<file path="src/rtl/ffra_pkg.sv">
// ----------------------------------------------------------------------------
// ffra_pkg
// Shared types and constants of the first-fit region allocator: defaults,
// register indexes, command and status codes, and the controller/datapath
// command and status bundles.
// ----------------------------------------------------------------------------
`default_nettype none

package ffra_pkg;

  localparam int unsigned MAX_ENTRIES_DEF = 16;
  localparam int unsigned ADDR_BITS_DEF   = 16;

  localparam int unsigned FIELD_W  = 16;
  localparam int unsigned HEADER_W = 8;
  localparam int unsigned STATUS_W = 2;
  localparam int unsigned CFG_IDX_W = 1;

  localparam logic [FIELD_W-1:0]  REGION_RESET = 16'd4096;
  localparam logic [HEADER_W-1:0] HEADER_RESET = 8'd32;

  // Configuration register indexes.
  localparam logic [CFG_IDX_W-1:0] REG_REGION = 1'b0;
  localparam logic [CFG_IDX_W-1:0] REG_HEADER = 1'b1;

  // Request commands.
  localparam logic CMD_ALLOC = 1'b0;
  localparam logic CMD_FREE  = 1'b1;

  typedef enum logic [STATUS_W-1:0] {
    ST_OK         = 2'd0,
    ST_NO_SPACE   = 2'd1,
    ST_TABLE_FULL = 2'd2,
    ST_NOT_FOUND  = 2'd3
  } status_t;

  // Strobes from the controller to the datapath.
  typedef struct packed {
    logic capture;
    logic start;
    logic scan;
    logic tail;
    logic load_out;
  } dp_cmd_t;

  // Conditions reported by the datapath to the controller.
  typedef struct packed {
    logic is_free;
    logic count_zero;
    logic count_full;
    logic last_entry;
    logic out_free;
  } dp_stat_t;

endpackage

`default_nettype wire

</file>
<file path="src/rtl/ffra_ctrl.sv">
// ----------------------------------------------------------------------------
// ffra_ctrl
// Sequencer of the allocator: takes a request, walks the datapath through
// the table scan and the final update, and hands the result to the output.
// ----------------------------------------------------------------------------
`default_nettype none

module ffra_ctrl (
  input  wire logic               clk,
  input  wire logic               rst,
  input  wire logic               in_valid,
  output logic                    in_ready,
  input  ffra_pkg::dp_stat_t      stat,
  output ffra_pkg::dp_cmd_t       cmd
);
  import ffra_pkg::*;

  typedef enum logic [4:0] {
    S_IDLE  = 5'b00001,
    S_START = 5'b00010,
    S_SCAN  = 5'b00100,
    S_TAIL  = 5'b01000,
    S_RESP  = 5'b10000
  } state_t;

  state_t state;
  state_t state_next;

  always_comb begin
    state_next = state;
    case (state)
      S_IDLE: begin
        if (in_valid) begin
          state_next = S_START;
        end
      end
      S_START: begin
        // A full-table allocate and an empty-table release finish at once; an
        // empty-table allocate only needs the trailing gap check.
        if (!stat.is_free && stat.count_full) begin
          state_next = S_RESP;
        end else if (stat.is_free && stat.count_zero) begin
          state_next = S_RESP;
        end else if (stat.count_zero) begin
          state_next = S_TAIL;
        end else begin
          state_next = S_SCAN;
        end
      end
      S_SCAN: begin
        if (stat.last_entry) begin
          state_next = S_TAIL;
        end
      end
      S_TAIL: begin
        state_next = S_RESP;
      end
      S_RESP: begin
        if (stat.out_free) begin
          state_next = S_IDLE;
        end
      end
      default: begin
        state_next = S_IDLE;
      end
    endcase
  end

  always_ff @(posedge clk) begin
    if (rst) begin
      state <= S_IDLE;
    end else begin
      state <= state_next;
    end
  end

  assign in_ready     = (state == S_IDLE);
  assign cmd.capture  = (state == S_IDLE) && in_valid;
  assign cmd.start    = (state == S_START);
  assign cmd.scan     = (state == S_SCAN);
  assign cmd.tail     = (state == S_TAIL);
  assign cmd.load_out = (state == S_RESP) && stat.out_free;

endmodule

`default_nettype wire

</file>
<file path="src/rtl/ffra_dp.sv">
// ----------------------------------------------------------------------------
// ffra_dp
// Datapath of the allocator: configuration registers, the sorted entry
// table in a one-write one-read memory, the gap and match logic of the
// scan, and the output register.
// ----------------------------------------------------------------------------
`default_nettype none

module ffra_dp #(
  parameter int unsigned MAX_ENTRIES = ffra_pkg::MAX_ENTRIES_DEF,
  parameter int unsigned ADDR_BITS   = ffra_pkg::ADDR_BITS_DEF
) (
  input  wire logic                              clk,
  input  wire logic                              rst,
  input  wire logic                              cfg_valid,
  input  wire logic [ffra_pkg::CFG_IDX_W-1:0]    cfg_index,
  input  wire logic [ffra_pkg::FIELD_W-1:0]      cfg_data,
  input  wire logic                              command,
  input  wire logic [ffra_pkg::FIELD_W-1:0]      request_size,
  input  wire logic [ffra_pkg::FIELD_W-1:0]      chunk_address,
  input  ffra_pkg::dp_cmd_t                      cmd,
  output ffra_pkg::dp_stat_t                     stat,
  output logic                                   out_valid,
  input  wire logic                              out_ready,
  output logic                                   granted,
  output logic [ffra_pkg::FIELD_W-1:0]           result_address,
  output logic [ffra_pkg::STATUS_W-1:0]          status
);
  import ffra_pkg::*;

  localparam int unsigned IW    = (MAX_ENTRIES > 1) ? $clog2(MAX_ENTRIES) : 1;
  localparam int unsigned CNTW  = $clog2(MAX_ENTRIES + 1);
  localparam int unsigned WIDE  = (ADDR_BITS > FIELD_W) ? ADDR_BITS : FIELD_W;
  localparam int unsigned CW    = WIDE + 3;
  localparam int unsigned NW    = FIELD_W + 1;
  localparam int unsigned SW    = ADDR_BITS + FIELD_W;

  // Configuration.
  logic [FIELD_W-1:0]  region;
  logic [HEADER_W-1:0] header;

  // Request.
  logic                cmd_r;
  logic [FIELD_W-1:0]  size_r;
  logic [FIELD_W-1:0]  addr_r;
  logic [NW-1:0]       needed;

  // Table and scan state.
  logic [SW-1:0]       mem [MAX_ENTRIES];
  logic [SW-1:0]       rd_data;
  logic [IW-1:0]       rd_idx;
  logic                wr_en;
  logic [IW-1:0]       wr_idx;
  logic [SW-1:0]       wr_data;
  logic [CNTW-1:0]     count;
  logic [IW-1:0]       ev_idx;
  logic [CW-1:0]       prev_end;
  logic [SW-1:0]       carry;
  logic                placed;
  logic                found;

  // Pending and delivered result.
  logic                pend_granted;
  logic [FIELD_W-1:0]  pend_addr;
  status_t             pend_status;
  status_t             out_status;

  logic [ADDR_BITS-1:0] d_start;
  logic [FIELD_W-1:0]   d_size;
  logic [CW-1:0]        d_end;
  logic [CW-1:0]        gap_need;
  logic                 fit_here;
  logic                 fit_tail;
  logic [CW-1:0]        chunk_sum;
  logic [ADDR_BITS-1:0] chunk;
  logic                 match;
  logic [CW-1:0]        new_sum;
  logic [ADDR_BITS-1:0] new_chunk;
  logic [SW-1:0]        new_entry;

  assign d_start   = rd_data[SW-1:FIELD_W];
  assign d_size    = rd_data[FIELD_W-1:0];
  assign d_end     = CW'(d_start) + CW'(header) + CW'(d_size);
  assign gap_need  = prev_end + CW'(needed);
  assign fit_here  = CW'(d_start) >= gap_need;
  assign fit_tail  = CW'(region) >= gap_need;
  assign chunk_sum = CW'(d_start) + CW'(header);
  assign chunk     = chunk_sum[ADDR_BITS-1:0];
  assign match     = WIDE'(chunk) == WIDE'(addr_r);
  // The gap start is always below the region size, so prev_end is the new start.
  assign new_sum   = prev_end + CW'(header);
  assign new_chunk = new_sum[ADDR_BITS-1:0];
  assign new_entry = {prev_end[ADDR_BITS-1:0], size_r};

  assign stat.is_free    = (cmd_r == CMD_FREE);
  assign stat.count_zero = (count == '0);
  assign stat.count_full = (count == CNTW'(MAX_ENTRIES));
  assign stat.last_entry = (CNTW'(ev_idx) == count - 1'b1);
  assign stat.out_free   = !out_valid || out_ready;

  // Memory write: an allocate shifts entries up behind the new one, a release
  // shifts entries down over the removed one, one entry per scan cycle.
  always_comb begin
    wr_en   = 1'b0;
    wr_idx  = ev_idx;
    wr_data = rd_data;
    if (cmd.scan) begin
      if (cmd_r == CMD_ALLOC) begin
        if (placed) begin
          wr_en   = 1'b1;
          wr_data = carry;
        end else if (fit_here) begin
          wr_en   = 1'b1;
          wr_data = new_entry;
        end
      end else if (found) begin
        wr_en  = 1'b1;
        wr_idx = ev_idx - 1'b1;
      end
    end else if (cmd.tail && (cmd_r == CMD_ALLOC)) begin
      wr_idx = count[IW-1:0];
      if (placed) begin
        wr_en   = 1'b1;
        wr_data = carry;
      end else if (fit_tail) begin
        wr_en   = 1'b1;
        wr_data = new_entry;
      end
    end
  end

  assign rd_idx = cmd.scan ? ev_idx + 1'b1 : '0;

  always_ff @(posedge clk) begin
    if (wr_en) begin
      mem[wr_idx] <= wr_data;
    end
    rd_data <= mem[rd_idx];
  end

  always_ff @(posedge clk) begin
    if (cmd.capture) begin
      cmd_r  <= command;
      size_r <= request_size;
      addr_r <= chunk_address;
      needed <= NW'(header) + NW'(request_size);
    end
    if (cmd.start) begin
      ev_idx   <= '0;
      prev_end <= '0;
    end else if (cmd.scan) begin
      ev_idx <= ev_idx + 1'b1;
      if ((cmd_r == CMD_ALLOC) && !placed && !fit_here) begin
        prev_end <= d_end;
      end
    end
    if (cmd.scan && (cmd_r == CMD_ALLOC) && (placed || fit_here)) begin
      carry <= rd_data;
    end
    if (cmd.start) begin
      pend_granted <= 1'b0;
      pend_addr    <= '0;
      pend_status  <= (cmd_r == CMD_FREE) ? ST_NOT_FOUND : ST_TABLE_FULL;
    end else if (cmd.tail) begin
      if (cmd_r == CMD_ALLOC) begin
        if (placed || fit_tail) begin
          pend_granted <= 1'b1;
          pend_addr    <= FIELD_W'(new_chunk);
          pend_status  <= ST_OK;
        end else begin
          pend_status  <= ST_NO_SPACE;
        end
      end else if (found) begin
        pend_granted <= 1'b1;
        pend_status  <= ST_OK;
      end else begin
        pend_status  <= ST_NOT_FOUND;
      end
    end
    if (cmd.load_out) begin
      granted        <= pend_granted;
      result_address <= pend_addr;
      out_status     <= pend_status;
    end
  end

  always_ff @(posedge clk) begin
    if (rst) begin
      region    <= REGION_RESET;
      header    <= HEADER_RESET;
      count     <= '0;
      placed    <= 1'b0;
      found     <= 1'b0;
      out_valid <= 1'b0;
    end else begin
      if (cfg_valid) begin
        case (cfg_index)
          REG_REGION: region <= cfg_data;
          REG_HEADER: header <= cfg_data[HEADER_W-1:0];
          default: ;
        endcase
      end
      if (cmd.start) begin
        placed <= 1'b0;
        found  <= 1'b0;
      end else if (cmd.scan) begin
        if ((cmd_r == CMD_ALLOC) && fit_here) begin
          placed <= 1'b1;
        end
        if ((cmd_r == CMD_FREE) && match) begin
          found <= 1'b1;
        end
      end
      if (cmd.tail) begin
        if ((cmd_r == CMD_ALLOC) && (placed || fit_tail)) begin
          count <= count + 1'b1;
        end else if ((cmd_r == CMD_FREE) && found) begin
          count <= count - 1'b1;
        end
      end
      if (cmd.load_out) begin
        out_valid <= 1'b1;
      end else if (out_ready) begin
        out_valid <= 1'b0;
      end
    end
  end

  assign status = out_status;

endmodule

`default_nettype wire

</file>
<file path="src/rtl/first_fit_region_allocator.sv">
// A request against n live table entries goes from acceptance through a setup step, a scan
// step per entry, an update step and a result step into the output register; an allocate
// on a full table or a release on an empty one skips scan and update. The result step waits
// until the output register is free. The table memory's single read port makes the scan
// read one entry at a time. A new request is accepted only once the last result is loaded.
// Reset empties the table and restores region_bytes = 4096 and header_bytes = 32; no clearing pass.
// ----------------------------------------------------------------------------
// first_fit_region_allocator
// First-fit allocator over a fixed region with an address-sorted table of
// live allocations; allocate and release requests, one result each.
// ----------------------------------------------------------------------------
`default_nettype none

module first_fit_region_allocator #(
  parameter int unsigned MAX_ENTRIES = ffra_pkg::MAX_ENTRIES_DEF,
  parameter int unsigned ADDR_BITS   = ffra_pkg::ADDR_BITS_DEF
) (
  input  wire logic                            clk,
  input  wire logic                            rst,
  input  wire logic                            cfg_valid,
  output logic                                 cfg_ready,
  input  wire logic [ffra_pkg::CFG_IDX_W-1:0]  cfg_index,
  input  wire logic [ffra_pkg::FIELD_W-1:0]    cfg_data,
  input  wire logic                            in_valid,
  output logic                                 in_ready,
  input  wire logic                            command,
  input  wire logic [ffra_pkg::FIELD_W-1:0]    request_size,
  input  wire logic [ffra_pkg::FIELD_W-1:0]    chunk_address,
  output logic                                 out_valid,
  input  wire logic                            out_ready,
  output logic                                 granted,
  output logic [ffra_pkg::FIELD_W-1:0]         result_address,
  output logic [ffra_pkg::STATUS_W-1:0]        status
);
  import ffra_pkg::*;

  dp_cmd_t  cmd;
  dp_stat_t stat;

  // The user must write configuration only while no request is in flight; the block does not enforce it.
  assign cfg_ready = 1'b1;

  ffra_ctrl u_ctrl (
    .clk      (clk),
    .rst      (rst),
    .in_valid (in_valid),
    .in_ready (in_ready),
    .stat     (stat),
    .cmd      (cmd)
  );

  ffra_dp #(
    .MAX_ENTRIES (MAX_ENTRIES),
    .ADDR_BITS   (ADDR_BITS)
  ) u_dp (
    .clk            (clk),
    .rst            (rst),
    .cfg_valid      (cfg_valid),
    .cfg_index      (cfg_index),
    .cfg_data       (cfg_data),
    .command        (command),
    .request_size   (request_size),
    .chunk_address  (chunk_address),
    .cmd            (cmd),
    .stat           (stat),
    .out_valid      (out_valid),
    .out_ready      (out_ready),
    .granted        (granted),
    .result_address (result_address),
    .status         (status)
  );

endmodule

`default_nettype wire
</file>
<file path="config.mk">
export PLATFORM = sky130hd
export DESIGN_NAME = first_fit_region_allocator
export DESIGN_NICKNAME = d
export VERILOG_FILES = /design/src/rtl/ffra_pkg.sv /design/src/rtl/ffra_ctrl.sv /design/src/rtl/ffra_dp.sv /design/src/rtl/first_fit_region_allocator.sv
export SDC_FILE = /design/constraint.sdc
export NUM_CORES = 1
export LEC_CHECK = 0
export ABC_CLOCK_PERIOD_IN_PS = 6800
export BUFFER_PORTS_ARGS = -buffer_cell sky130_fd_sc_hd__buf_2
export CAP_MARGIN = 25
export CORE_UTILIZATION = 63
export DETAILED_ROUTE_END_ITERATION = 10
export HOLD_SLACK_MARGIN = 0.1
export PLACE_DENSITY = 0.88
export SLEW_MARGIN = 0
export SYNTH_ARGS = -nofsm -noshare
export SYNTH_HDL_FRONTEND = slang
export SYNTH_SLANG_ARGS = --single-unit
</file>
<file path="constraint.sdc">
create_clock -name clk -period 6.8 [get_ports clk]
set_clock_uncertainty 0.1 [all_clocks]
set_input_delay 1.36 -clock clk [delete_from_list [all_inputs] [get_ports clk]]
set_output_delay 1.36 -clock clk [all_outputs]
set_load 0.05 [all_outputs]
</file>
==> results by group <==
Global route
  – Via count of the first global-routing pass: ~24000
  – Maximum number of pins on one net before global-route repair: 95
  – First-pass GRT wire length: 137 mm
  – Global routing usage summed across all routing layers: 0.337
  – Grt total ovfl: 0
  – Antenna violations before repair: 2

Worst setup path
  – Slowest stage delay, CP: approximately 850 ps
  – CP max-delay cell: a21oi_4
  – Largest fanout on the critical path: 23
  – Critical Path Start Type: flop
  – Type of the worst setup path: flop to flop
  – Category of the worst setup path capture point: flop
  – Cell family contributing the most delay on the critical path: compound AO/OA/AOI/OAI gates
  – Data arrival time of the worst path: about 6500 ps
  – Cell count of the worst reg-to-reg path: 22
  – Endpoint of the most critical register-to-register path: u_dp.mem[0][24]$_DFFE_PP_
  – Reg-to-reg setup timing slack: just under 600 ps
  – Count of buffering cells on the critical path with inverters included: 2
  – Critical Path RT: between 7000 and 8000 ps
  – Critical R2R Launch: u_dp.prev_end[0]$_SDFFE_PP0P_
  – Worst-path cell chain: ha_1 -> inv_1 -> fa_1 -> nor2b_4 -> o2111ai_1 -> nand3_1 -> a21o_1 -> a21oi_1 -> xor2_1 -> ha_1 -> nand2_1 -> a21boi_0 -> o211ai_1 -> a21oi_1 -> o22a_1 -> maj3_2 -> a311oi_2 -> o31ai_2 -> o21ai_2 -> a311o_2 -> a21oi_4 -> buf_4

Timing
  – Crit path setup slack, layout: 583 ps
  – # setup viols final: 0
  – Setup TNS: 0 ps
  – Hold slack final: between 300 and 400 ps
  – Slew margin rel.: 0.304
  – Period utilization: 0.914
  – Crit path time final: ~6200 ps
  – Slew at the pin closest to its max-slew limit: between 1000 and 1500 ps
  – Hold violation total from the final report: 0
  – Top achievable clock speed: ~160 MHz
  – RSZ-0062 raised after global routing: false
  – Total count of max-transition violations in the final report: 0

CTS
  – Count of hold buffers inserted by post-cts repair: 0
  – Post-CTS sizing: 0
  – Clock tree from TritonCTS: yes
  – CTS clock-pin slew for the worst setup and hold paths: 60 ps
  – Number of levels in the clock H-tree: 3
  – Inserted Clock Buffers: slightly above 70
  – Post-CTS setup buffers: 0
  – CTS root buffer: clkbuf_16
  – Clock sink count: 723
  – Buffer depth of the longest clock path: 3
  – Worst-skew pair later-pin latency: between 600 and 700 ps

Floorplanning
  – Ports: a little under 80
  – Die width: 232 um
  – Cell Rows: between 80 and 90
  – Full die area: 53900 um^2
  – Initial cell density of the core: 0.644
  – Core region area: 51800 um^2
  – Die H: 232 um

Synth
  – Count of mapped cells out of synthesis: roughly 2800
  – Total nets after synthesis: ~2900
  – Synthesized area per cell: roughly 12 um^2
  – Share of the synthesized area in the top cell type: 0.553
  – Most area-hungry cell type in the Yosys netlist: edfxtp_1
  – Largest cells by area after synthesis: edfxtp_1 55%, dfxtp_1 6.5%, a211oi_1 3.7%
  – Most common cell in the netlist: edfxtp_1
  – Yosys warnings: 0
  – Number of enable-type register cells in the synthesized netlist: between 600 and 700
  – Ys flop type: edfxtp_1
  – Post-synth top cells: 615 x edfxtp_1, 304 x nand2_1, 164 x clkbuf_1
  – Proportion of synthesized flip-flops having asynchronous set or reset: 0
  – Share of the yosys chip area belonging to registers: 0.618
  – Count of state elements after synthesis: a little over 700
  – Post-Synthesis Cell Area: between 30000 and 40000 um^2
  – Distinct cell type count of the synthesized netlist: between 80 and 90

Hold path
  – Worst hold path depth: 0
  – Hold EP: u_dp.result_address[6]$_DFFE_PP_
  – Worst Hold Launch: u_dp.pend_addr[6]$_SDFFE_PP0P_
  – Worst min path class: flop to flop

Finish
  – Util after Layout: 0.713
  – Layout cells sized above 1: 0.121
  – Layout Area Growth over Synthesis: 10.7%
  – Net count of the finished layout: approximately 3000
  – Finished Layout Cells: 3506

Power and ir drop
  – Max rail drop VDD: ~0.22 mV
  – Static Leakage: around 13 nW
  – Cell Pwr Density: ~250 nW/um^2

Placed design
  – Final Wtd Congestion: between 0.9 and 1
  – Port Buffers: between 70 and 80
  – Number of instances in the placed design: between 3000 and 4000
  – Post-DP HPWL: ~55 mm
  – Worst setup slack before clock tree synthesis: 688 ps

Drt
  – Antenna-violating nets left: 0
  – Violation count after the first detailed-route iteration: approximately 3700
  – Routed len/inst: 25.8 um
  – Average vias per placed instance: about 7
  – Routed WL: approximately 90 mm
  – Via count: between 20000 and 25000
  – Number of search-and-repair iterations in the first detailed-routing pass: 6
  – DRC viols: 0

Outcome
  – Result of the run: finished, final reports clean

Run
  – Count of max-cap constraint violations: 0
[where the power goes]
group / leakage, nW / switching (mW) / total, mW / internal, mW
clock network: 1.14 / 1.72 / 4.00 / 2.29
registers: 6.41 / 0.0306 / 4.82 / 4.79
logic: 5.11 / 0.235 / 0.372 / 0.136
[placed cells by master (no fill, tap or decap), drive strengths merged, types with 50 or more instances in the layout]
master	synthesis	layout
buf	40	144
nor2	92	92
edfxtp	615	615
nand3	81	81
a211oi	164	164
o21ai	143	143
xnor2	50	50
or3	102	102
ha	87	87
dfxtp	108	108
clkbuf	165	85
nand2	306	306
a21oi	130	130
and3	77	77
o211ai	67	67
inv	57	59
mux2i	52	52
[layer usage]
layer | GRT usage | wire length (um) | up-vias | part of all wire
met4 | 0.179 | 4540 | 0 | 0.050
met1 | 0.431 | 32400 | 11700 | 0.36
met2 | 0.545 | 43400 | 1834 | 0.48
li1 | - | - | 10600 | -
met3 | 0.0641 | 9920 | 329 | 0.11
met5 | 0 | 0 | - | 0
[worst max path at each step]
stage / startpoint / to / slack [ps] / cells past startpoint
after floorplan: u_dp.prev_end[0]$_SDFFE_PP0P_ / u_dp.mem[3][0]$_DFFE_PP_ / 610 / 22
after global placement: u_dp.prev_end[1]$_SDFFE_PP0P_ / u_dp.mem[4][18]$_DFFE_PP_ / 850 / 21
after detailed placement: u_dp.prev_end[0]$_SDFFE_PP0P_ / u_dp.mem[4][19]$_DFFE_PP_ / 690 / 22
after CTS: u_dp.prev_end[0]$_SDFFE_PP0P_ / u_dp.mem[0][24]$_DFFE_PP_ / 660 / 22
after global routing: u_dp.prev_end[1]$_SDFFE_PP0P_ / u_dp.mem[0][24]$_DFFE_PP_ / 310 / 21
final: u_dp.prev_end[0]$_SDFFE_PP0P_ / u_dp.mem[0][24]$_DFFE_PP_ / 580 / 22
[worst register-to-register path, stage by stage (launching register included)]
cell and delay [ps]:
dfxtp_1 390, ha_1 200, inv_1 70, fa_1 450, nor2b_4 200, o2111ai_1 180, nand3_1 180, a21o_1 140
a21oi_1 70, xor2_1 180, ha_1 360, nand2_1 70, a21boi_0 160, o211ai_1 100, a21oi_1 130, o22a_1 180
maj3_2 210, a311oi_2 110, o31ai_2 470, o21ai_2 160, a311o_2 630, a21oi_4 850, buf_4 340
[cell type report]
| cell class | instances | area (um^2) |
|---|---|---|
| Antenna cell | 1 | 2.50 |
| Fill cell | 3150 | 14900 |
| Inverter | 57 | 216 |
| Tap cell | 680 | 851 |
| Sequential cell | 723 | 20600 |
| Multi-Input combinational cell | 1774 | 11900 |
| Clock inverter | 42 | 499 |
| Timing Repair Buffer | 144 | 946 |
| Clock buffer | 85 | 1890 |
[per-stage QoR]
step                cell area [um^2]  total power [mW]
finish                         37000              9.20
global route                   37000              9.41
CTS                            36900              9.22
detailed placement             34500              5.28
global placement               34500              5.27
floorplan                      33400              5.16
[registers in the layout, summed over array words and instances (netlist names)]
name / flops
u_dp.result_address: 16
u_dp.count: 5
u_dp.out_valid: 1
u_dp.placed: 1
u_dp.found: 1
u_dp.size_r: 16
u_dp.header: 8
u_dp.pend_addr: 16
u_dp.pend_granted: 1
u_dp.cmd_r: 1
u_dp.mem: 512
u_dp.pend_status: 2
u_dp.granted: 1
u_dp.carry: 32
u_dp.addr_r: 16
u_dp.prev_end: 18
u_dp.ev_idx: 4
u_dp.region: 16
u_dp.needed: 17
u_dp.status: 2
u_dp.rd_data: 32
u_ctrl.state: 5
[kinds of logic (layout without fill, tap and decap cells)]
| kind of cell | after synthesis | count (layout) | share of synthesized area |
|---|---|---|---|
| fa+ha+maj | 93 | 93 | 0.0360 |
| flops | 723 | 723 | 0.618 |
| mux | 68 | 68 | 0.0210 |
| buf+inv | 262 | 328 | 0.0316 |
| other cells | 1 | 2 | 0.000112 |
| simple gates | 768 | 768 | 0.111 |
| xor+xnor | 97 | 97 | 0.0264 |
| compound gates | 747 | 747 | 0.156 |
No activity file was read; power rests on OpenSTA's default activity.
